**config.mk**
```make
export PLATFORM = sky130hd
export DESIGN_NAME = readers_writers_admission_arbiter_core
export DESIGN_NICKNAME = d
export VERILOG_FILES = /design/src/hw/rtl/rwa_pkg.sv /design/src/hw/rtl/rwa_ram.sv /design/src/hw/rtl/rwa_front.sv /design/src/hw/rtl/rwa_back.sv /design/src/hw/rtl/readers_writers_admission_arbiter_core.sv
export SDC_FILE = /design/constraint.sdc
export NUM_CORES = 1
export LEC_CHECK = 0
export ABC_AREA = 1
export BUFFER_PORTS_ARGS = -buffer_cell sky130_fd_sc_hd__buf_2
export CAP_MARGIN = 25
export CELL_PAD_IN_SITES_DETAIL_PLACEMENT = 1
export CELL_PAD_IN_SITES_GLOBAL_PLACEMENT = 2
export CORE_ASPECT_RATIO = 0.9
export CORE_MARGIN = 3
export CORE_UTILIZATION = 30
export DETAILED_ROUTE_END_ITERATION = 10
export PLACE_DENSITY_LB_ADDON = 0.1
export SYNTH_ARGS = -nofsm -noshare
export SYNTH_HDL_FRONTEND = slang
export SYNTH_HIERARCHICAL = 1
export SYNTH_SLANG_ARGS = --single-unit
```
**constraint.sdc**
```tcl
create_clock -name clk -period 3.4 [get_ports clk]
set_clock_uncertainty 0.1 [all_clocks]
set_input_delay 0.34 -clock clk [delete_from_list [all_inputs] [get_ports clk]]
set_output_delay 0.34 -clock clk [all_outputs]
set_load 0.005 [all_outputs]
```
**src/hw/rtl/rwa_pkg.sv**
```systemverilog
// ----------------------------------------------------------------------------
// rwa_pkg
// Types, sizes and codes shared by the admission arbiter modules.
// ----------------------------------------------------------------------------
`timescale 1ns / 1ps

package rwa_pkg;

  // Person identifier width
  localparam int ID_W = 8;

  // Queue sizes
  localparam int RQ_DEPTH          = 16;
  localparam int WQ_DEPTH          = 16;
  localparam int OCC_DEPTH         = 32;
  localparam int MAX_READER_ADMITS = 16;
  localparam int CMDQ_DEPTH        = 2;

  // Derived widths
  localparam int RQ_PTR_W   = $clog2(RQ_DEPTH);
  localparam int RQ_CNT_W   = $clog2(RQ_DEPTH + 1);
  localparam int WQ_PTR_W   = $clog2(WQ_DEPTH);
  localparam int WQ_CNT_W   = $clog2(WQ_DEPTH + 1);
  localparam int OCC_PTR_W  = $clog2(OCC_DEPTH);
  localparam int OCC_CNT_W  = $clog2(OCC_DEPTH + 1);
  localparam int OCC_W      = ID_W + 1;
  localparam int ADM_W      = $clog2(MAX_READER_ADMITS + 1);
  localparam int CMDQ_PTR_W = $clog2(CMDQ_DEPTH);
  localparam int CMDQ_CNT_W = $clog2(CMDQ_DEPTH + 1);

  // Request type codes on the input word
  localparam logic [1:0] REQ_READER = 2'd0;
  localparam logic [1:0] REQ_WRITER = 2'd1;
  localparam logic [1:0] REQ_TICK   = 2'd2;

  // Classified operation
  typedef enum logic [1:0] {
    OP_READER,
    OP_WRITER,
    OP_TICK,
    OP_NOP
  } rwa_op_t;

  // Command handed from front to back
  typedef struct packed {
    rwa_op_t         op;
    logic [ID_W-1:0] id;
  } rwa_cmd_t;

  // Result kinds
  typedef enum logic [1:0] {
    KIND_ENTER = 2'd0,
    KIND_LEAVE = 2'd1,
    KIND_DROP  = 2'd2
  } rwa_kind_t;

  // Back-end sequencer states
  typedef enum logic [1:0] {
    ST_FETCH,
    ST_EVENT,
    ST_SETTLE,
    ST_ADMIT
  } rwa_state_t;

endpackage

```
**src/hw/rtl/rwa_ram.sv**
```systemverilog
// ----------------------------------------------------------------------------
// rwa_ram
// Generic single-write, single-read RAM with registered read data.
// ----------------------------------------------------------------------------
`timescale 1ns / 1ps

module rwa_ram #(
  parameter int WIDTH = 8,
  parameter int DEPTH = 16
) (
  input  logic                     clk,
  input  logic                     wr_en,
  input  logic [$clog2(DEPTH)-1:0] wr_addr,
  input  logic [WIDTH-1:0]         wr_data,
  input  logic [$clog2(DEPTH)-1:0] rd_addr,
  output logic [WIDTH-1:0]         rd_data
);

  logic [WIDTH-1:0] mem_r [DEPTH];

  // Write port
  always_ff @(posedge clk) begin
    if (wr_en) begin
      mem_r[wr_addr] <= wr_data;
    end
  end

  // Registered read port (old data on same-address write)
  always_ff @(posedge clk) begin
    rd_data <= mem_r[rd_addr];
  end

endmodule

```
**src/hw/rtl/rwa_front.sv**
```systemverilog
// ----------------------------------------------------------------------------
// rwa_front
// Accepts input words, classifies the request and queues commands.
// ----------------------------------------------------------------------------
`timescale 1ns / 1ps

module rwa_front import rwa_pkg::*; (
  input  logic            clk,
  input  logic            rst_n,
  input  logic            in_valid,
  output logic            in_stall,
  input  logic [1:0]      in_req_type,
  input  logic [ID_W-1:0] in_requester_id,
  output logic            cmd_valid,
  output rwa_cmd_t        cmd,
  input  logic            cmd_pop
);

  rwa_cmd_t              q_r [CMDQ_DEPTH];
  logic [CMDQ_PTR_W-1:0] wr_ptr_r, wr_ptr_nxt;
  logic [CMDQ_PTR_W-1:0] rd_ptr_r, rd_ptr_nxt;
  logic [CMDQ_CNT_W-1:0] cnt_r, cnt_nxt;
  rwa_cmd_t              cls;
  logic                  accept;
  logic                  pop;

  // Classify the request
  always_comb begin
    cls.id = in_requester_id;
    unique case (in_req_type)
      REQ_READER: cls.op = OP_READER;
      REQ_WRITER: cls.op = OP_WRITER;
      REQ_TICK:   cls.op = OP_TICK;
      default:    cls.op = OP_NOP;
    endcase
  end

  // Handshake
  assign in_stall  = (cnt_r == CMDQ_CNT_W'(CMDQ_DEPTH));
  assign accept    = in_valid && !in_stall;
  assign cmd_valid = (cnt_r != '0);
  assign pop       = cmd_pop && cmd_valid;
  assign cmd       = q_r[rd_ptr_r];

  // Pointer and fill count update
  always_comb begin
    wr_ptr_nxt = wr_ptr_r;
    rd_ptr_nxt = rd_ptr_r;
    cnt_nxt    = cnt_r;
    if (accept) begin
      wr_ptr_nxt = (wr_ptr_r == CMDQ_PTR_W'(CMDQ_DEPTH - 1)) ? '0
                                                             : CMDQ_PTR_W'(wr_ptr_r + 1'b1);
    end
    if (pop) begin
      rd_ptr_nxt = (rd_ptr_r == CMDQ_PTR_W'(CMDQ_DEPTH - 1)) ? '0
                                                             : CMDQ_PTR_W'(rd_ptr_r + 1'b1);
    end
    if (accept && !pop) begin
      cnt_nxt = CMDQ_CNT_W'(cnt_r + 1'b1);
    end else if (pop && !accept) begin
      cnt_nxt = CMDQ_CNT_W'(cnt_r - 1'b1);
    end
  end

  always_ff @(posedge clk) begin
    if (!rst_n) begin
      wr_ptr_r <= '0;
      rd_ptr_r <= '0;
      cnt_r    <= '0;
    end else begin
      wr_ptr_r <= wr_ptr_nxt;
      rd_ptr_r <= rd_ptr_nxt;
      cnt_r    <= cnt_nxt;
    end
  end

  // Queue storage
  always_ff @(posedge clk) begin
    if (accept) begin
      q_r[wr_ptr_r] <= cls;
    end
  end

endmodule

```
**src/hw/rtl/rwa_back.sv**
```systemverilog
// ----------------------------------------------------------------------------
// rwa_back
// Carries out queued commands: wait queues, occupant queue, admissions
// and the result register.
// ----------------------------------------------------------------------------
`timescale 1ns / 1ps

module rwa_back import rwa_pkg::*; (
  input  logic            clk,
  input  logic            rst_n,
  input  logic            cmd_valid,
  input  rwa_cmd_t        cmd,
  output logic            cmd_pop,
  output logic            out_valid,
  input  logic            out_stall,
  output logic [1:0]      out_event_kind,
  output logic [ID_W-1:0] out_person_id,
  output logic            out_person_is_writer,
  output logic            out_last
);

  rwa_state_t state_r, state_nxt;
  rwa_cmd_t   cmd_r;

  logic [RQ_PTR_W-1:0]  rq_head_r, rq_head_nxt, rq_tail_r;
  logic [RQ_CNT_W-1:0]  rq_cnt_r;
  logic [WQ_PTR_W-1:0]  wq_head_r, wq_head_nxt, wq_tail_r;
  logic [WQ_CNT_W-1:0]  wq_cnt_r;
  logic [OCC_PTR_W-1:0] occ_head_r, occ_head_nxt, occ_tail_r;
  logic [OCC_CNT_W-1:0] occ_cnt_r;
  logic                 wi_r;
  logic [ADM_W-1:0]     adm_r;

  logic [ID_W-1:0]  rq_rd;
  logic [ID_W-1:0]  wq_rd;
  logic [OCC_W-1:0] occ_rd;

  // Action strobes
  logic             rq_push, rq_pop, wq_push, wq_pop, occ_push, occ_pop;
  logic [OCC_W-1:0] occ_push_data;
  logic             wi_set, wi_clr, adm_clr, adm_inc;
  rwa_kind_t        emit_kind;
  logic [ID_W-1:0]  emit_id;
  logic             emit_wr, emit_last;

  // Result register
  logic             out_valid_r;
  rwa_kind_t        out_kind_r;
  logic [ID_W-1:0]  out_id_r;
  logic             out_wr_r, out_last_r;

  // Conditions
  logic                 rq_full, wq_full, ev_tick, ev_emit, wi_post, ev_follow;
  logic [OCC_CNT_W-1:0] occ_post;
  logic                 adm_rd, adm_wr, adm_rd_last;
  logic                 emit_req, out_free, go;

  assign rq_full = (rq_cnt_r == RQ_CNT_W'(RQ_DEPTH));
  assign wq_full = (wq_cnt_r == WQ_CNT_W'(WQ_DEPTH));
  assign ev_tick = (cmd_r.op == OP_TICK) && (occ_cnt_r != '0);
  assign ev_emit = ((cmd_r.op == OP_READER) && rq_full) ||
                   ((cmd_r.op == OP_WRITER) && wq_full) || ev_tick;

  // State just after the event, to tell if admissions follow it
  assign wi_post   = wi_r && !(ev_tick && occ_rd[OCC_W-1]);
  assign occ_post  = ev_tick ? OCC_CNT_W'(occ_cnt_r - 1'b1) : occ_cnt_r;
  assign ev_follow = !wi_post &&
                     (((rq_cnt_r != '0) && (occ_post < OCC_CNT_W'(OCC_DEPTH))) ||
                      ((rq_cnt_r == '0) && (occ_post == '0) && (wq_cnt_r != '0)));

  // Admission conditions
  assign adm_rd = !wi_r && (rq_cnt_r != '0) && (occ_cnt_r < OCC_CNT_W'(OCC_DEPTH)) &&
                  (adm_r < ADM_W'(MAX_READER_ADMITS));
  assign adm_wr = !wi_r && (occ_cnt_r == '0) && (rq_cnt_r == '0) && (wq_cnt_r != '0);
  assign adm_rd_last = !((rq_cnt_r > RQ_CNT_W'(1)) &&
                         (occ_cnt_r < OCC_CNT_W'(OCC_DEPTH - 1)) &&
                         (adm_r < ADM_W'(MAX_READER_ADMITS - 1)));

  // A step that emits waits for room in the result register
  assign emit_req = ((state_r == ST_EVENT) && ev_emit) ||
                    ((state_r == ST_ADMIT) && (adm_rd || adm_wr));
  assign out_free = !out_valid_r || !out_stall;
  assign go       = !emit_req || out_free;

  // Next state
  always_comb begin
    state_nxt = state_r;
    unique case (state_r)
      ST_FETCH:  if (cmd_valid) state_nxt = ST_EVENT;
      ST_EVENT:  if (go) state_nxt = ST_SETTLE;
      ST_SETTLE: state_nxt = ST_ADMIT;
      ST_ADMIT:  if (go) state_nxt = adm_rd ? ST_ADMIT : ST_FETCH;
      default:   state_nxt = ST_FETCH;
    endcase
  end

  // Actions per state
  always_comb begin
    cmd_pop       = 1'b0;
    rq_push       = 1'b0;
    rq_pop        = 1'b0;
    wq_push       = 1'b0;
    wq_pop        = 1'b0;
    occ_push      = 1'b0;
    occ_pop       = 1'b0;
    occ_push_data = '0;
    wi_set        = 1'b0;
    wi_clr        = 1'b0;
    adm_clr       = 1'b0;
    adm_inc       = 1'b0;
    emit_kind     = KIND_ENTER;
    emit_id       = '0;
    emit_wr       = 1'b0;
    emit_last     = 1'b0;
    unique case (state_r)
      ST_FETCH: begin
        cmd_pop = cmd_valid;
        adm_clr = cmd_valid;
      end
      ST_EVENT: begin
        emit_last = !ev_follow;
        unique case (cmd_r.op)
          OP_READER: begin
            emit_kind = KIND_DROP;
            emit_id   = cmd_r.id;
            rq_push   = go && !rq_full;
          end
          OP_WRITER: begin
            emit_kind = KIND_DROP;
            emit_id   = cmd_r.id;
            emit_wr   = 1'b1;
            wq_push   = go && !wq_full;
          end
          OP_TICK: begin
            emit_kind = KIND_LEAVE;
            emit_id   = occ_rd[ID_W-1:0];
            emit_wr   = occ_rd[OCC_W-1];
            occ_pop   = go && ev_tick;
            wi_clr    = go && ev_tick && occ_rd[OCC_W-1];
          end
          default: begin
          end
        endcase
      end
      ST_SETTLE: begin
      end
      ST_ADMIT: begin
        if (adm_rd) begin
          emit_id       = rq_rd;
          emit_last     = adm_rd_last;
          occ_push_data = {1'b0, rq_rd};
          occ_push      = go;
          rq_pop        = go;
          adm_inc       = go;
        end else if (adm_wr) begin
          emit_id       = wq_rd;
          emit_wr       = 1'b1;
          emit_last     = 1'b1;
          occ_push_data = {1'b1, wq_rd};
          occ_push      = go;
          wq_pop        = go;
          wi_set        = go;
        end
      end
      default: begin
      end
    endcase
  end

  // Head pointers feed the RAM read addresses
  assign rq_head_nxt = !rq_pop ? rq_head_r :
                       (rq_head_r == RQ_PTR_W'(RQ_DEPTH - 1)) ? '0
                                                              : RQ_PTR_W'(rq_head_r + 1'b1);
  assign wq_head_nxt = !wq_pop ? wq_head_r :
                       (wq_head_r == WQ_PTR_W'(WQ_DEPTH - 1)) ? '0
                                                              : WQ_PTR_W'(wq_head_r + 1'b1);
  assign occ_head_nxt = !occ_pop ? occ_head_r :
                        (occ_head_r == OCC_PTR_W'(OCC_DEPTH - 1)) ? '0
                                                                  : OCC_PTR_W'(occ_head_r + 1'b1);

  // Control registers
  always_ff @(posedge clk) begin
    if (!rst_n) begin
      state_r     <= ST_FETCH;
      rq_head_r   <= '0;
      rq_tail_r   <= '0;
      rq_cnt_r    <= '0;
      wq_head_r   <= '0;
      wq_tail_r   <= '0;
      wq_cnt_r    <= '0;
      occ_head_r  <= '0;
      occ_tail_r  <= '0;
      occ_cnt_r   <= '0;
      wi_r        <= 1'b0;
      adm_r       <= '0;
      out_valid_r <= 1'b0;
    end else begin
      state_r    <= state_nxt;
      rq_head_r  <= rq_head_nxt;
      wq_head_r  <= wq_head_nxt;
      occ_head_r <= occ_head_nxt;
      // Reader wait queue
      if (rq_push) begin
        rq_tail_r <= (rq_tail_r == RQ_PTR_W'(RQ_DEPTH - 1)) ? '0
                                                            : RQ_PTR_W'(rq_tail_r + 1'b1);
        rq_cnt_r  <= RQ_CNT_W'(rq_cnt_r + 1'b1);
      end else if (rq_pop) begin
        rq_cnt_r  <= RQ_CNT_W'(rq_cnt_r - 1'b1);
      end
      // Writer wait queue
      if (wq_push) begin
        wq_tail_r <= (wq_tail_r == WQ_PTR_W'(WQ_DEPTH - 1)) ? '0
                                                            : WQ_PTR_W'(wq_tail_r + 1'b1);
        wq_cnt_r  <= WQ_CNT_W'(wq_cnt_r + 1'b1);
      end else if (wq_pop) begin
        wq_cnt_r  <= WQ_CNT_W'(wq_cnt_r - 1'b1);
      end
      // Occupant queue
      if (occ_push) begin
        occ_tail_r <= (occ_tail_r == OCC_PTR_W'(OCC_DEPTH - 1)) ? '0
                                                                : OCC_PTR_W'(occ_tail_r + 1'b1);
        occ_cnt_r  <= OCC_CNT_W'(occ_cnt_r + 1'b1);
      end else if (occ_pop) begin
        occ_cnt_r  <= OCC_CNT_W'(occ_cnt_r - 1'b1);
      end
      // Writer inside flag
      if (wi_set) begin
        wi_r <= 1'b1;
      end else if (wi_clr) begin
        wi_r <= 1'b0;
      end
      // Readers admitted for the current command
      if (adm_clr) begin
        adm_r <= '0;
      end else if (adm_inc) begin
        adm_r <= ADM_W'(adm_r + 1'b1);
      end
      // Result valid
      if (go && emit_req) begin
        out_valid_r <= 1'b1;
      end else if (!out_stall) begin
        out_valid_r <= 1'b0;
      end
    end
  end

  // Payload registers
  always_ff @(posedge clk) begin
    if (cmd_pop) begin
      cmd_r <= cmd;
    end
    if (go && emit_req) begin
      out_kind_r <= emit_kind;
      out_id_r   <= emit_id;
      out_wr_r   <= emit_wr;
      out_last_r <= emit_last;
    end
  end

  // Wait queue and occupant storage
  rwa_ram #(.WIDTH(ID_W), .DEPTH(RQ_DEPTH)) u_rq_ram (
    .clk     (clk),
    .wr_en   (rq_push),
    .wr_addr (rq_tail_r),
    .wr_data (cmd_r.id),
    .rd_addr (rq_head_nxt),
    .rd_data (rq_rd)
  );

  rwa_ram #(.WIDTH(ID_W), .DEPTH(WQ_DEPTH)) u_wq_ram (
    .clk     (clk),
    .wr_en   (wq_push),
    .wr_addr (wq_tail_r),
    .wr_data (cmd_r.id),
    .rd_addr (wq_head_nxt),
    .rd_data (wq_rd)
  );

  rwa_ram #(.WIDTH(OCC_W), .DEPTH(OCC_DEPTH)) u_occ_ram (
    .clk     (clk),
    .wr_en   (occ_push),
    .wr_addr (occ_tail_r),
    .wr_data (occ_push_data),
    .rd_addr (occ_head_nxt),
    .rd_data (occ_rd)
  );

  // Result port
  assign out_valid            = out_valid_r;
  assign out_event_kind       = out_kind_r;
  assign out_person_id        = out_id_r;
  assign out_person_is_writer = out_wr_r;
  assign out_last             = out_last_r;

endmodule

```
**src/hw/rtl/readers_writers_admission_arbiter_core.sv**
```systemverilog
// ----------------------------------------------------------------------------
// readers_writers_admission_arbiter_core
// Reader-preference admission arbiter: reader/writer wait queues, occupant
// queue, one result word per entry, departure or dropped arrival.
// ----------------------------------------------------------------------------
// Each input word is a reader arrival, a writer arrival or a tick that lets
// the oldest occupant leave. A two-entry command queue takes input words
// while the back end works, so the input side stalls only when two words
// are already queued. The back end steps through fetch, event, a settle
// state for the wait-queue RAM read, and admission check for each word,
// and repeats the admission check for each reader admitted by that word;
// a step that emits waits while the result side stalls. Results leave one
// per cycle from an output register while out_stall is low; out_last marks
// the final result of each input word, and a word that causes nothing yields no result.
`timescale 1ns / 1ps

module readers_writers_admission_arbiter_core import rwa_pkg::*; (
  input  logic            clk,
  input  logic            rst_n,
  input  logic            in_valid,
  output logic            in_stall,
  input  logic [1:0]      in_req_type,
  input  logic [ID_W-1:0] in_requester_id,
  output logic            out_valid,
  input  logic            out_stall,
  output logic [1:0]      out_event_kind,
  output logic [ID_W-1:0] out_person_id,
  output logic            out_person_is_writer,
  output logic            out_last
);

  logic     cmd_valid;
  rwa_cmd_t cmd;
  logic     cmd_pop;

  // Front: accept and classify
  rwa_front u_front (
    .clk             (clk),
    .rst_n           (rst_n),
    .in_valid        (in_valid),
    .in_stall        (in_stall),
    .in_req_type     (in_req_type),
    .in_requester_id (in_requester_id),
    .cmd_valid       (cmd_valid),
    .cmd             (cmd),
    .cmd_pop         (cmd_pop)
  );

  // Back: queues, admissions, results
  rwa_back u_back (
    .clk                  (clk),
    .rst_n                (rst_n),
    .cmd_valid            (cmd_valid),
    .cmd                  (cmd),
    .cmd_pop              (cmd_pop),
    .out_valid            (out_valid),
    .out_stall            (out_stall),
    .out_event_kind       (out_event_kind),
    .out_person_id        (out_person_id),
    .out_person_is_writer (out_person_is_writer),
    .out_last             (out_last)
  );

endmodule

```
==> results.sh, run 1 <==
export IMPL_multi_input_area_um2=7605
export IMPL_post_route_util_pct=36.18
export IMPL_async_flop_share_pct=0
export IMPL_drv_cap=0
export IMPL_rows=106
export IMPL_die_area_um2=99300
export IMPL_clkTransAtPathRegs_ns=0.06
export IMPL_relSlewSlack_pct=32.89
export IMPL_fmax_mhz=314.9
export IMPL_setup_tns_ns=0
export IMPL_clkLatencyLatePin_ns=0.63
export IMPL_io_buffers=27
export IMPL_cts_root_buffer="clkbuf_16"
export IMPL_hp_class="in -> reg"
export IMPL_cts_num_sinks=667
export IMPL_avgSynthCellArea_um2=10.48
export IMPL_cts_buffer_depth=3
export IMPL_grt_util_all_layers_pct=17.89
export IMPL_synthTopCellsByArea="edfxtp_1 (61%), nand2_1 (11%), nand3_1 (8.1%)"
export IMPL_power_density_nw_per_um2=622.9
export IMPL_worstHoldEndpoint="u_back/wq_cnt_r[4]"
export IMPL_drtAntennaViolNets=0
export IMPL_leakagePower_nw=13.29
export IMPL_ys_seq_elements=667
export IMPL_htreeDepth=3
export IMPL_final_min_clock_period_ns=3.176
export IMPL_r2r_end="u_back/u_occ_ram/rd_data[4]"
export IMPL_vias=20000
export IMPL_nets=2938
export IMPL_fin_crit_sh_pct=93.41
export IMPL_regToRegSetupSlack_ns=0.22
export IMPL_grt_pass1_wl_um=135100
export IMPL_fin_cells=4202
export IMPL_startpoint="u_back/rq_cnt_r[0]"
export IMPL_dpl_instance_area_um2=30970
export IMPL_yosysUniqueCellTypes=42
export IMPL_drive_above_1_share_pct=12.77
export IMPL_drt_iter0_drc=1290
export IMPL_cpMostUsedCell="nand2_1"
export IMPL_die_y_um=299.2
export IMPL_worst_pin_slew_ns=1.003
export IMPL_gp_congestion=0.8108
export IMPL_critical_path_startpoint_type="flip-flop"
export IMPL_worst_slack_ns=0.2239
export IMPL_start_util_pct=30.57
export IMPL_hold_depth=3
export IMPL_timing_rr_start="u_back/rq_cnt_r[0]"
export IMPL_drt_total_wl_um=89400
export IMPL_path_max_fanout=20
export IMPL_layout_commonest_cell="nand2_1"
export IMPL_maxSlewViolCount=0
export IMPL_required_ns=3.81
export IMPL_layout_common_cells="nand2_1 (844), edfxtp_1 (586), nand3_1 (464), inv_1 (278), buf_4 (135)"
export IMPL_total_power_mw=21.13
export IMPL_critical_path_class="reg -> reg"
export IMPL_setup_violations=0
export IMPL_ir_drop_uv=437.4
export IMPL_design_area_um2=33930
export IMPL_hold_viol=0
export IMPL_crit_chain="inv_1 > ha_2 > nand2_1 > nor2_2 > nand2_1 > nor2_4 > nor2_4 > nand2_4 > nand2_4 > nand3_4 > inv_1 > nand2_1 > nand2_4 > clkinv_8 > buf_16 > buf_12 > nand2_1 > nand3_1 > nand3_1 > nand2_1 > nand2_1 > nand2_1 > nand2_1 > nand2_1"
export IMPL_holdWs_ns=0.03839
export IMPL_synth_top_area_cell="edfxtp_1"
export IMPL_cpPeakStageDelay_ns=0.37
export IMPL_syn_instance_count=2736
export IMPL_seq_area_um2=19220
export IMPL_synth_warnings=6
export IMPL_min_delay_start="rst_n"
export IMPL_ys_flop_type="edfxtp_1"
export IMPL_synth_edf_count=586
export IMPL_cts_buffers_inserted=79
export IMPL_cts_tree="done"
export IMPL_end_kind="flip-flop"
export IMPL_routed_via_density=4.758
export IMPL_fillCellCount=10350
export IMPL_grt_max_degree=77
export IMPL_ios=28
export IMPL_drcViolationCount=0
export IMPL_dr_pass1_iters=5
export IMPL_pre_cts_slack_ns=0.03235
export IMPL_crit_slowest_cell="dfxtp_1"
export IMPL_grt_pass1_vias=20950
export IMPL_synth_top_area_share_pct=61.39
export IMPL_grt_overflow_total=0
export IMPL_core_area_um2=93770
export IMPL_dp_cells=4030
export IMPL_arrival_ns=3.59
export IMPL_areaGrowthSynthToFinish_pct=18.36
export IMPL_antenna_found_initial=0
export IMPL_worstRegToRegCells=24
export IMPL_die_x_um=331.8
export IMPL_critPathBufInv=5
export IMPL_dp_hpwl_um=57120
export IMPL_synthesis_nets=2776
export IMPL_yosysSeqAreaShare_pct=67.05
export IMPL_netlist_area_um2=28660
export IMPL_path_delay_family="simple AND/OR/NAND/NOR gates"
export IMPL_status="complete, no violations"
export IMPL_wl_per_cell_um=21.28
logic make-up after synthesis:
kind of cell | Yosys count | share of synthesized area, %
simple gates | 1496 | 22.40
mux | 10 | 0.3929
buf+inv | 419 | 6.578
flops | 667 | 67.05
xor+xnor | 10 | 0.3055
compound gates | 108 | 2.113
fa+ha+maj | 26 | 1.161
repair_timing:
action                                  4_1_cts  5_1_grt
hold endpoints to repair                     21        0
gates resized for setup                       1       26
cloned                                        0        4
endpoints found under the setup margin        2       33
pin swaps                                     0        4
hold buffers                                 11        0
buffers inserted                              0       14
synth_stat cells, types with 2 or more instances:
library cell	number
mux2_2	10
buf_6	26
clkbuf_1	13
dfxtp_1	81
nor2_4	6
or2_0	2
a22o_1	8
nor2_1	117
o21ai_1	6
o21ai_2	3
nand2_4	3
buf_4	9
a21oi_1	52
edfxtp_1	586
nor3_1	10
buf_1	8
nor2_2	4
xnor2_1	4
ha_1	25
xor2_1	6
nand2_2	10
o21ai_0	33
a31oi_1	2
inv_1	281
clkinv_1	4
or2_2	4
nand4_1	9
nand3b_1	9
nand2_1	853
buf_2	65
nand3_1	465
inv_2	12
registers in the layout (all words and copies together), names as in the netlist, 2 cells and up, named ones only:
| signal | count |
|---|---|
| u_back/occ_cnt_r | 6 |
| u_back/rq_cnt_r | 5 |
| u_back/wq_head_r | 4 |
| u_front/cnt_r | 2 |
| u_front/q_r | 20 |
| u_back/occ_head_r | 5 |
| u_back/out_event_kind | 2 |
| u_back/u_wq_ram/mem_r | 128 |
| u_back/occ_tail_r | 5 |
| u_back/cmd_r | 10 |
| u_back/rq_head_r | 4 |
| u_back/u_rq_ram/rd_data | 8 |
| u_back/rq_tail_r | 4 |
| u_back/u_occ_ram/mem_r | 288 |
| u_back/out_person_id | 8 |
| u_back/u_rq_ram/mem_r | 128 |
| u_back/u_wq_ram/rd_data | 8 |
| u_back/wq_cnt_r | 5 |
| u_back/wq_tail_r | 4 |
| u_back/adm_r | 5 |
| u_back/u_occ_ram/rd_data | 9 |
| u_back/state_r | 2 |
area by class of cell:
class	count	share of cell area, %
diodes	1	0.007376
well taps	1242	4.580
inverters	298	3.349
clock buffers	99	6.325
clock inverters	43	1.195
multi-input cells	1650	22.42
flip-flops and latches	667	56.65
repair buffers	202	5.480
report_power, final:
part / switching (mW) / internal [mW] / leakage, nW / total [mW]
clock: 3.40 / 4.99 / 1.24 / 8.40
sequential: 0.210 / 9.63 / 5.72 / 9.84
combinational: 2.12 / 0.770 / 6.33 / 2.89
total: 5.74 / 15.4 / 13.3 / 21.1
worst min-delay path, delay by kind of cell:
family,cells,cell delay (ns)
buf+inv,1,0.22
simple gates,2,0.15
worst max-delay path by stage:
| stage | endpoint | cells after the start |
|---|---|---|
| finish | u_back/u_occ_ram/rd_data[4] | 24 |
| floorplan | u_back/u_occ_ram/rd_data[5] | 23 |
| detailed placement | u_back/u_occ_ram/rd_data[7] | 21 |
| global placement | u_back/u_occ_ram/rd_data[4] | 22 |
| global route | u_back/u_occ_ram/rd_data[4] | 22 |
| CTS | u_back/u_rq_ram/rd_data[2] | 18 |
layer usage:
metal / up-vias / track usage (%) / part of all wire [%]
li1: 9468 / - / -
met1: 10120 / 27.46 / 52
met2: 300 / 26.56 / 42
met3: 105 / 2.489 / 3.6
met4: 0 / 4.196 / 1.8
met5: - / 0 / 0
Power figures use the tool's default switching activity.
==> run 2: changes to the inputs <==
--- a/config.mk
+++ b/config.mk
@@ -12,7 +12,7 @@
 export CELL_PAD_IN_SITES_GLOBAL_PLACEMENT = 2
 export CORE_ASPECT_RATIO = 0.9
 export CORE_MARGIN = 3
-export CORE_UTILIZATION = 30
+export CORE_UTILIZATION = 42
 export DETAILED_ROUTE_END_ITERATION = 10
 export PLACE_DENSITY_LB_ADDON = 0.1
 export SYNTH_ARGS = -nofsm -noshare
==> run 2 against run 1 <==
  * Via count up 0.94%
  * Clock-buffer cell count is 7 lower
  * Largest power group unchanged
  * Critical endpoint is now u_back/u_occ_ram/mem_r[23][0]
  * Maximum frequency fell by 2.2%
  * Clock power down 9.2%
  * Sequential power about the same
  * Combinational power down 10%
  * Hold slack gained 0.14 ns
==> results.sh, run 2 (synthesis gave the netlist of run 1 again) <==
export IMPL_swShare_pct=26.73
export IMPL_p_int_mw=14.82
export IMPL_grt_overflow_total=0
export IMPL_drive_above_1_share_pct=11.62
export IMPL_post_route_util_pct=48.94
export IMPL_grt_max_degree=73
export IMPL_die_x_um=281.4
export IMPL_cts_buffers_inserted=73
export IMPL_critical_path_class="reg -> reg"
export IMPL_clkTransAtPathRegs_ns=0.06
export IMPL_final_min_clock_period_ns=3.249
export IMPL_grt_pass1_vias=20630
export IMPL_largest_register="u_back/u_occ_ram/mem_r"
export IMPL_path_delay_family="simple AND/OR/NAND/NOR gates"
export IMPL_setup_tns_ns=0
export IMPL_r2r_end="u_back/u_occ_ram/mem_r[23][0]"
export IMPL_ios=28
export IMPL_fmax_mhz=307.8
export IMPL_cts_buffer_depth=3
export IMPL_layout_commonest_cell="nand2_1"
export IMPL_hold_viol=0
export IMPL_critPathBufInv=2
export IMPL_antennaDiodeCount=0
export IMPL_timing_rr_start="u_back/rq_cnt_r[0]"
export IMPL_end_kind="flip-flop"
export IMPL_netSwitchingPower_mw=5.407
export IMPL_cp_endpoint="u_back/u_occ_ram/mem_r[23][0]"
export IMPL_ir_drop_uv=538.6
export IMPL_p_seq_share_pct=49.5
export IMPL_grt_setup_unrepaired="yes"
export IMPL_critical_path_startpoint_type="flip-flop"
export IMPL_holdWs_ns=0.1790
export IMPL_nets=2914
export IMPL_leakagePower_nw=13.04
export IMPL_cpPeakStageDelay_ns=0.84
export IMPL_cts_num_sinks=667
export IMPL_clkLatencyLatePin_ns=0.60
export IMPL_worst_slack_ns=0.1514
export IMPL_required_ns=3.52
export IMPL_dr_pass1_iters=5
export IMPL_areaGrowthSynthToFinish_pct=14.97
export IMPL_crit_chain="inv_1 > ha_1 > nand2_1 > nor2_2 > nand2_1 > nor2_4 > nor2_4 > buf_4 > nor2_4 > nand3_1 > nor2_1"
export IMPL_dp_hpwl_um=52260
export IMPL_crit_slowest_cell="nor2_1"
export IMPL_drt_iter0_drc=1459
export IMPL_maxSlewViolCount=0
export IMPL_pwr_share_clk_pct=37.7
export IMPL_gp_congestion=0.8596
export IMPL_core_area_um2=67340
export IMPL_routed_via_density=5.310
export IMPL_largest_reg_flops=288
export IMPL_fin_crit_sh_pct=95.55
export IMPL_cts_tree="done"
export IMPL_antenna_found_initial=1
export IMPL_worst_pin_slew_ns=0.9984
export IMPL_arrival_ns=3.36
export IMPL_htreeDepth=3
export IMPL_wl_per_cell_um=21.84
export IMPL_drtAntennaViolNets=0
export IMPL_min_delay_start="rst_n"
export IMPL_vias=20180
export IMPL_power_density_nw_per_um2=613.9
export IMPL_start_util_pct=42.57
export IMPL_cts_root_buffer="clkbuf_16"
export IMPL_path_depth=11
export IMPL_startpoint="u_back/rq_cnt_r[0]"
export IMPL_rows=90
export IMPL_die_y_um=253.8
export IMPL_path_max_fanout=12
export IMPL_grt_pass1_wl_um=125300
export IMPL_drt_total_wl_um=83000
export IMPL_cpMostUsedCell="nor2_4"
export IMPL_worstRegToRegCells=11
export IMPL_layout_common_cells="nand2_1 (848), edfxtp_1 (586), nand3_1 (465), inv_1 (279), buf_4 (120)"
export IMPL_total_power_mw=20.23
export IMPL_pre_cts_slack_ns=-0.05126
export IMPL_setup_violations=0
export IMPL_drv_cap=0
export IMPL_io_buffers=27
export IMPL_largestRegisters="u_back/u_occ_ram/mem_r x288, u_back/u_rq_ram/mem_r x128, u_back/u_wq_ram/mem_r x128"
export IMPL_drcViolationCount=0
export IMPL_hp_class="in -> reg"
export IMPL_regToRegSetupSlack_ns=0.15
export IMPL_status="complete, no violations"
export IMPL_die_area_um2=71420
export IMPL_relSlewSlack_pct=33.44
export IMPL_combPwrFrac_pct=12.8
export IMPL_grt_util_all_layers_pct=23.17
[run 2: cell types whose count changed in the layout (fill, tap and decap cells not counted), moves of 2 or more]
cell / previous run / this run
clkinv_2: 11 / 14
nand2_1: 844 / 848
buf_4: 135 / 120
buf_12: 19 / 14
clkbuf_1: 14 / 16
clkbuf_16: 86 / 77
nand2_2: 17 / 14
clkinvlp_4: 5 / 3
clkinv_1: 20 / 17
clkinv_4: 2 / 0
[run 2: worst reg2reg max path, stage by stage (launching register included)]
cell     delay [ns]
dfxtp_1        0.33
inv_1          0.09
ha_1           0.24
nand2_1        0.09
nor2_2         0.14
nand2_1        0.11
nor2_4         0.17
nor2_4         0.07
buf_4          0.15
nor2_4         0.24
nand3_1        0.31
nor2_1         0.84
[run 2: through the flow]
| stage | instance area (um2) | cells |
|---|---|---|
| 3_5_place_dp | 30340 | 3649 |
| 5_1_grt | 32950 | 3801 |
| 6_report | 32950 | 3801 |
| 2_1_floorplan | 28660 | 2736 |
| 3_3_place_gp | 30340 | 3649 |
| 4_1_cts | 32710 | 3788 |
[run 2: power groups by stage]
stage	combinational, mW	clock [mW]	sequential, mW
floorplan	1.36	0	10.1
global placement	2.48	0	10.2
detailed placement	2.57	0	10.2
CTS	2.59	7.83	10.0
global route	2.91	8.14	10.0
finish	2.60	7.63	10.0
[run 2: final cells by class]
| cell class | count | area [um2] |
|---|---|---|
| Timing Repair Buffer | 183 | 1670 |
| Fill cell | 7358 | 34390 |
| Clock inverter | 36 | 321.6 |
| Clock buffer | 92 | 1928 |
| Tap cell | 874 | 1094 |
| Timing Repair inverter | 1 | 8.758 |
| Multi-Input combinational cell | 1650 | 7582 |
| Inverter | 298 | 1131 |
| Sequential cell | 667 | 19220 |
[run 2: worst min-delay path by stage]
stage          depth (start not counted)             endpoint  slack (ns)
2_1_floorplan                          0    u_front/q_r[0][0]        0.34
3_3_place_gp                           2   u_back/wq_cnt_r[3]        0.36
3_5_place_dp                           2   u_back/wq_cnt_r[3]        0.37
4_1_cts                                4  u_back/occ_cnt_r[3]        0.15
5_1_grt                                4  u_back/occ_cnt_r[3]        0.18
6_report                               4  u_back/occ_cnt_r[3]        0.18
[run 2: timing repair]
item                                   CTS  global route
endpoints found under the hold margin   21             0
buffers inserted                         0             8
setup endpoints to repair                4            41
gates cloned                             0             5
pin swaps                                0             2
hold buffers                            11             0
gates resized for setup                  2            18
[run 2: metal layers]
metal | routed length (um) | GRT usage [%] | part of all wire [%]
met5 | 0 | 0 | 0
met4 | 1644 | 5.448 | 2.0
met3 | 3967 | 3.647 | 4.8
met2 | 36970 | 35.37 | 45
met1 | 40420 | 34.87 | 49
==> run 3: changes to the inputs <==
--- a/config.mk
+++ b/config.mk
@@ -5,14 +5,13 @@
 export SDC_FILE = /design/constraint.sdc
 export NUM_CORES = 1
 export LEC_CHECK = 0
-export ABC_AREA = 1
 export BUFFER_PORTS_ARGS = -buffer_cell sky130_fd_sc_hd__buf_2
 export CAP_MARGIN = 25
 export CELL_PAD_IN_SITES_DETAIL_PLACEMENT = 1
 export CELL_PAD_IN_SITES_GLOBAL_PLACEMENT = 2
 export CORE_ASPECT_RATIO = 0.9
 export CORE_MARGIN = 3
-export CORE_UTILIZATION = 42
+export CORE_UTILIZATION = 49
 export DETAILED_ROUTE_END_ITERATION = 10
 export PLACE_DENSITY_LB_ADDON = 0.1
 export SYNTH_ARGS = -nofsm -noshare
==> run 3 against run 2 <==
  * The run now ends with setup timing left
  * Final cell count is 38% lower
  * Clock power is 2% lower
  * Global-route usage is 0.23 points higher
  * Register-to-register slack worse by 0.20 ns
  * Via count is 31% lower
  * Sequential power hardly changed
  * Routed wire length is 22% lower
  * Cell area is 5.4% lower
  * Non-clock buffer count is 24 higher
  * Core utilization is 9.6 points higher
  * Largest power group unchanged
==> results.sh, run 3 <==
export IMPL_async_flop_share_pct=0
export IMPL_critical_path_class="reg -> reg"
export IMPL_grt_pass1_wl_um=97140
export IMPL_p_seq_share_pct=51.3
export IMPL_gp_congestion=0.7653
export IMPL_ys_seq_elements=667
export IMPL_relSlewSlack_pct=40.40
export IMPL_final_min_clock_period_ns=3.445
export IMPL_netlist_top_cells_count="edfxtp_1 (586), mux4_2 (126), nor2_1 (100)"
export IMPL_layout_common_cells="edfxtp_1 (586), buf_4 (145), mux4_2 (126), nor2_1 (95), dfxtp_1 (79)"
export IMPL_ios=28
export IMPL_cts_root_buffer="clkbuf_16"
export IMPL_grt_overflow_total=0
export IMPL_end_kind="flip-flop"
export IMPL_hp_class="in -> reg"
export IMPL_worst_pin_slew_ns=0.8907
export IMPL_pre_cts_slack_ns=-0.05578
export IMPL_grt_util_all_layers_pct=23.40
export IMPL_cts_num_sinks=667
export IMPL_wl_per_cell_um=27.28
export IMPL_pwr_share_clk_pct=39.5
export IMPL_die_x_um=251.2
export IMPL_dpl_instance_area_um2=28670
export IMPL_post_route_util_pct=58.55
export IMPL_dp_hpwl_um=39910
export IMPL_cts_buffers_inserted=69
export IMPL_start_util_pct=49.78
export IMPL_cts_tree="done"
export IMPL_drcViolationCount=0
export IMPL_required_ns=3.79
export IMPL_setup_violations=6
export IMPL_ir_drop_uv=669.6
export IMPL_io_buffers=27
export IMPL_grt_pass1_vias=14960
export IMPL_synth_edf_count=586
export IMPL_drtAntennaViolNets=0
export IMPL_path_max_fanout=13
export IMPL_ys_flop_type="edfxtp_1"
export IMPL_syn_instance_count=1392
export IMPL_largest_reg_flops=288
export IMPL_drv_cap=0
export IMPL_dr_pass1_iters=4
export IMPL_drt_total_wl_um=64440
export IMPL_antenna_found_initial=0
export IMPL_grt_max_degree=44
export IMPL_hold_viol=0
export IMPL_total_power_mw=18.99
export IMPL_die_y_um=226.7
export IMPL_antennaDiodeCount=0
export IMPL_synth_top_area_share_pct=66.38
export IMPL_critical_path_startpoint_type="flip-flop"
export IMPL_synth_most_common_cell="edfxtp_1"
export IMPL_nets=1650
export IMPL_die_area_um2=56930
export IMPL_largest_register="u_back/u_occ_ram/mem_r"
export IMPL_netlist_area_um2=26510
export IMPL_routed_via_density=5.936
export IMPL_synth_top_area_cell="edfxtp_1"
export IMPL_p_int_mw=14.51
export IMPL_clkLatencyLatePin_ns=0.61
export IMPL_vias=14020
export IMPL_combPwrFrac_pct=9.2
export IMPL_swShare_pct=23.60
export IMPL_yosysSeqAreaShare_pct=72.50
export IMPL_violations="setup timing"
export IMPL_fmax_mhz=290.3
export IMPL_avgSynthCellArea_um2=19.04
export IMPL_dp_cells=2222
export IMPL_fin_crit_sh_pct=101.3
export IMPL_cts_buffer_depth=3
export IMPL_core_area_um2=53250
export IMPL_layout_commonest_cell="edfxtp_1"
export IMPL_maxSlewViolCount=0
export IMPL_drt_iter0_drc=1299
export IMPL_setup_tns_ns=-0.1538
export IMPL_design_area_um2=31180
export IMPL_clkTransAtPathRegs_ns=0.06
export IMPL_worst_slack_ns=-0.04523
export IMPL_htreeDepth=3
export IMPL_power_density_nw_per_um2=609.2
export IMPL_synthesis_nets=1432
export IMPL_netSwitchingPower_mw=4.482
export IMPL_yosysUniqueCellTypes=78
export IMPL_leakagePower_nw=9.997
export IMPL_holdWs_ns=0.05781
export IMPL_areaGrowthSynthToFinish_pct=17.61
export IMPL_synthTopCellsByArea="edfxtp_1 (66%), mux4_2 (11%), dfxtp_1 (6.1%)"
export IMPL_arrival_ns=3.84
export IMPL_synth_warnings=6
export IMPL_rows=80
export IMPL_largestRegisters="u_back/u_occ_ram/mem_r x288, u_back/u_rq_ram/mem_r x128, u_back/u_wq_ram/mem_r x128"
export IMPL_status="finished, violations left"
export IMPL_drive_above_1_share_pct=29.73
export IMPL_fin_cells=2362
export IMPL_grt_setup_unrepaired="yes"
run 3: final timing paths:
check,startpoint,end,slack [ns],cells after the start
hold / removal,in_valid,u_front/wr_ptr_r,0.06,3
setup / recovery,u_back/occ_cnt_r[1],u_back/u_occ_ram/rd_data[2],-0.05,10
hold reg to reg,u_back/adm_r[4],u_back/adm_r[4],0.42,2
setup reg to reg,u_back/occ_cnt_r[1],u_back/u_occ_ram/rd_data[2],-0.05,10
run 3: what timing repair did:
action	in CTS	in global routing
hold endpoints to repair	20	0
hold buffers	10	0
gates cloned	2	1
pin swaps	1	2
endpoints found under the setup margin	9	112
setup buffers	3	1
resized for setup	8	15
run 3: power by group through the flow:
stage                     Sequential [mW]  Clock (mW)  Combinational [mW]
after floorplan                      10.0           0               0.793
after global placement               9.95           0                1.62
after global routing                 9.77        8.02                1.92
final                                9.75        7.50                1.74
after detailed placement             9.92           0                1.74
after CTS                            9.75        7.68                1.76
run 3: layout make-up:
| cell class | instances | area (um2) |
|---|---|---|
| Fill cell | 4667 | 22070 |
| Sequential cell | 667 | 19220 |
| Multi-Input combinational cell | 650 | 6965 |
| Clock buffer | 97 | 1954 |
| Timing Repair Buffer | 207 | 1809 |
| Tap cell | 697 | 872.1 |
| Clock inverter | 29 | 299.0 |
| Inverter | 15 | 56.30 |
run 3: metal layers:
metal  routed length, um  part of all wire, %  track usage (%)  up-vias
met2               31120                   48            37.61      403
met4                1470                  2.3            6.511        0
met3                3556                  5.5            4.668      102
li1                    -                    -                -     6105
met5                   0                    0                0        -
met1               28300                   44            33.13     7410
run 3: cell families after synthesis:
group           after synthesis  share of synthesized area (%)
simple gates                277                          5.319
fa+ha+maj                    26                          1.255
mux                         184                          14.73
flops                       667                          72.50
xor+xnor                     17                         0.5617
compound gates              146                          4.021
buf+inv                      75                          1.619
run 3: critical path: stages, from the launching register on:
cell       delay, ns
dfxtp_2         0.33
inv_2           0.08
ha_4            0.13
or4b_4          0.48
o2111ai_4       0.27
nor2_2          0.08
mux2_4          0.39
buf_12          0.21
mux4_2          0.43
mux4_2          0.53
mux2_4          0.29
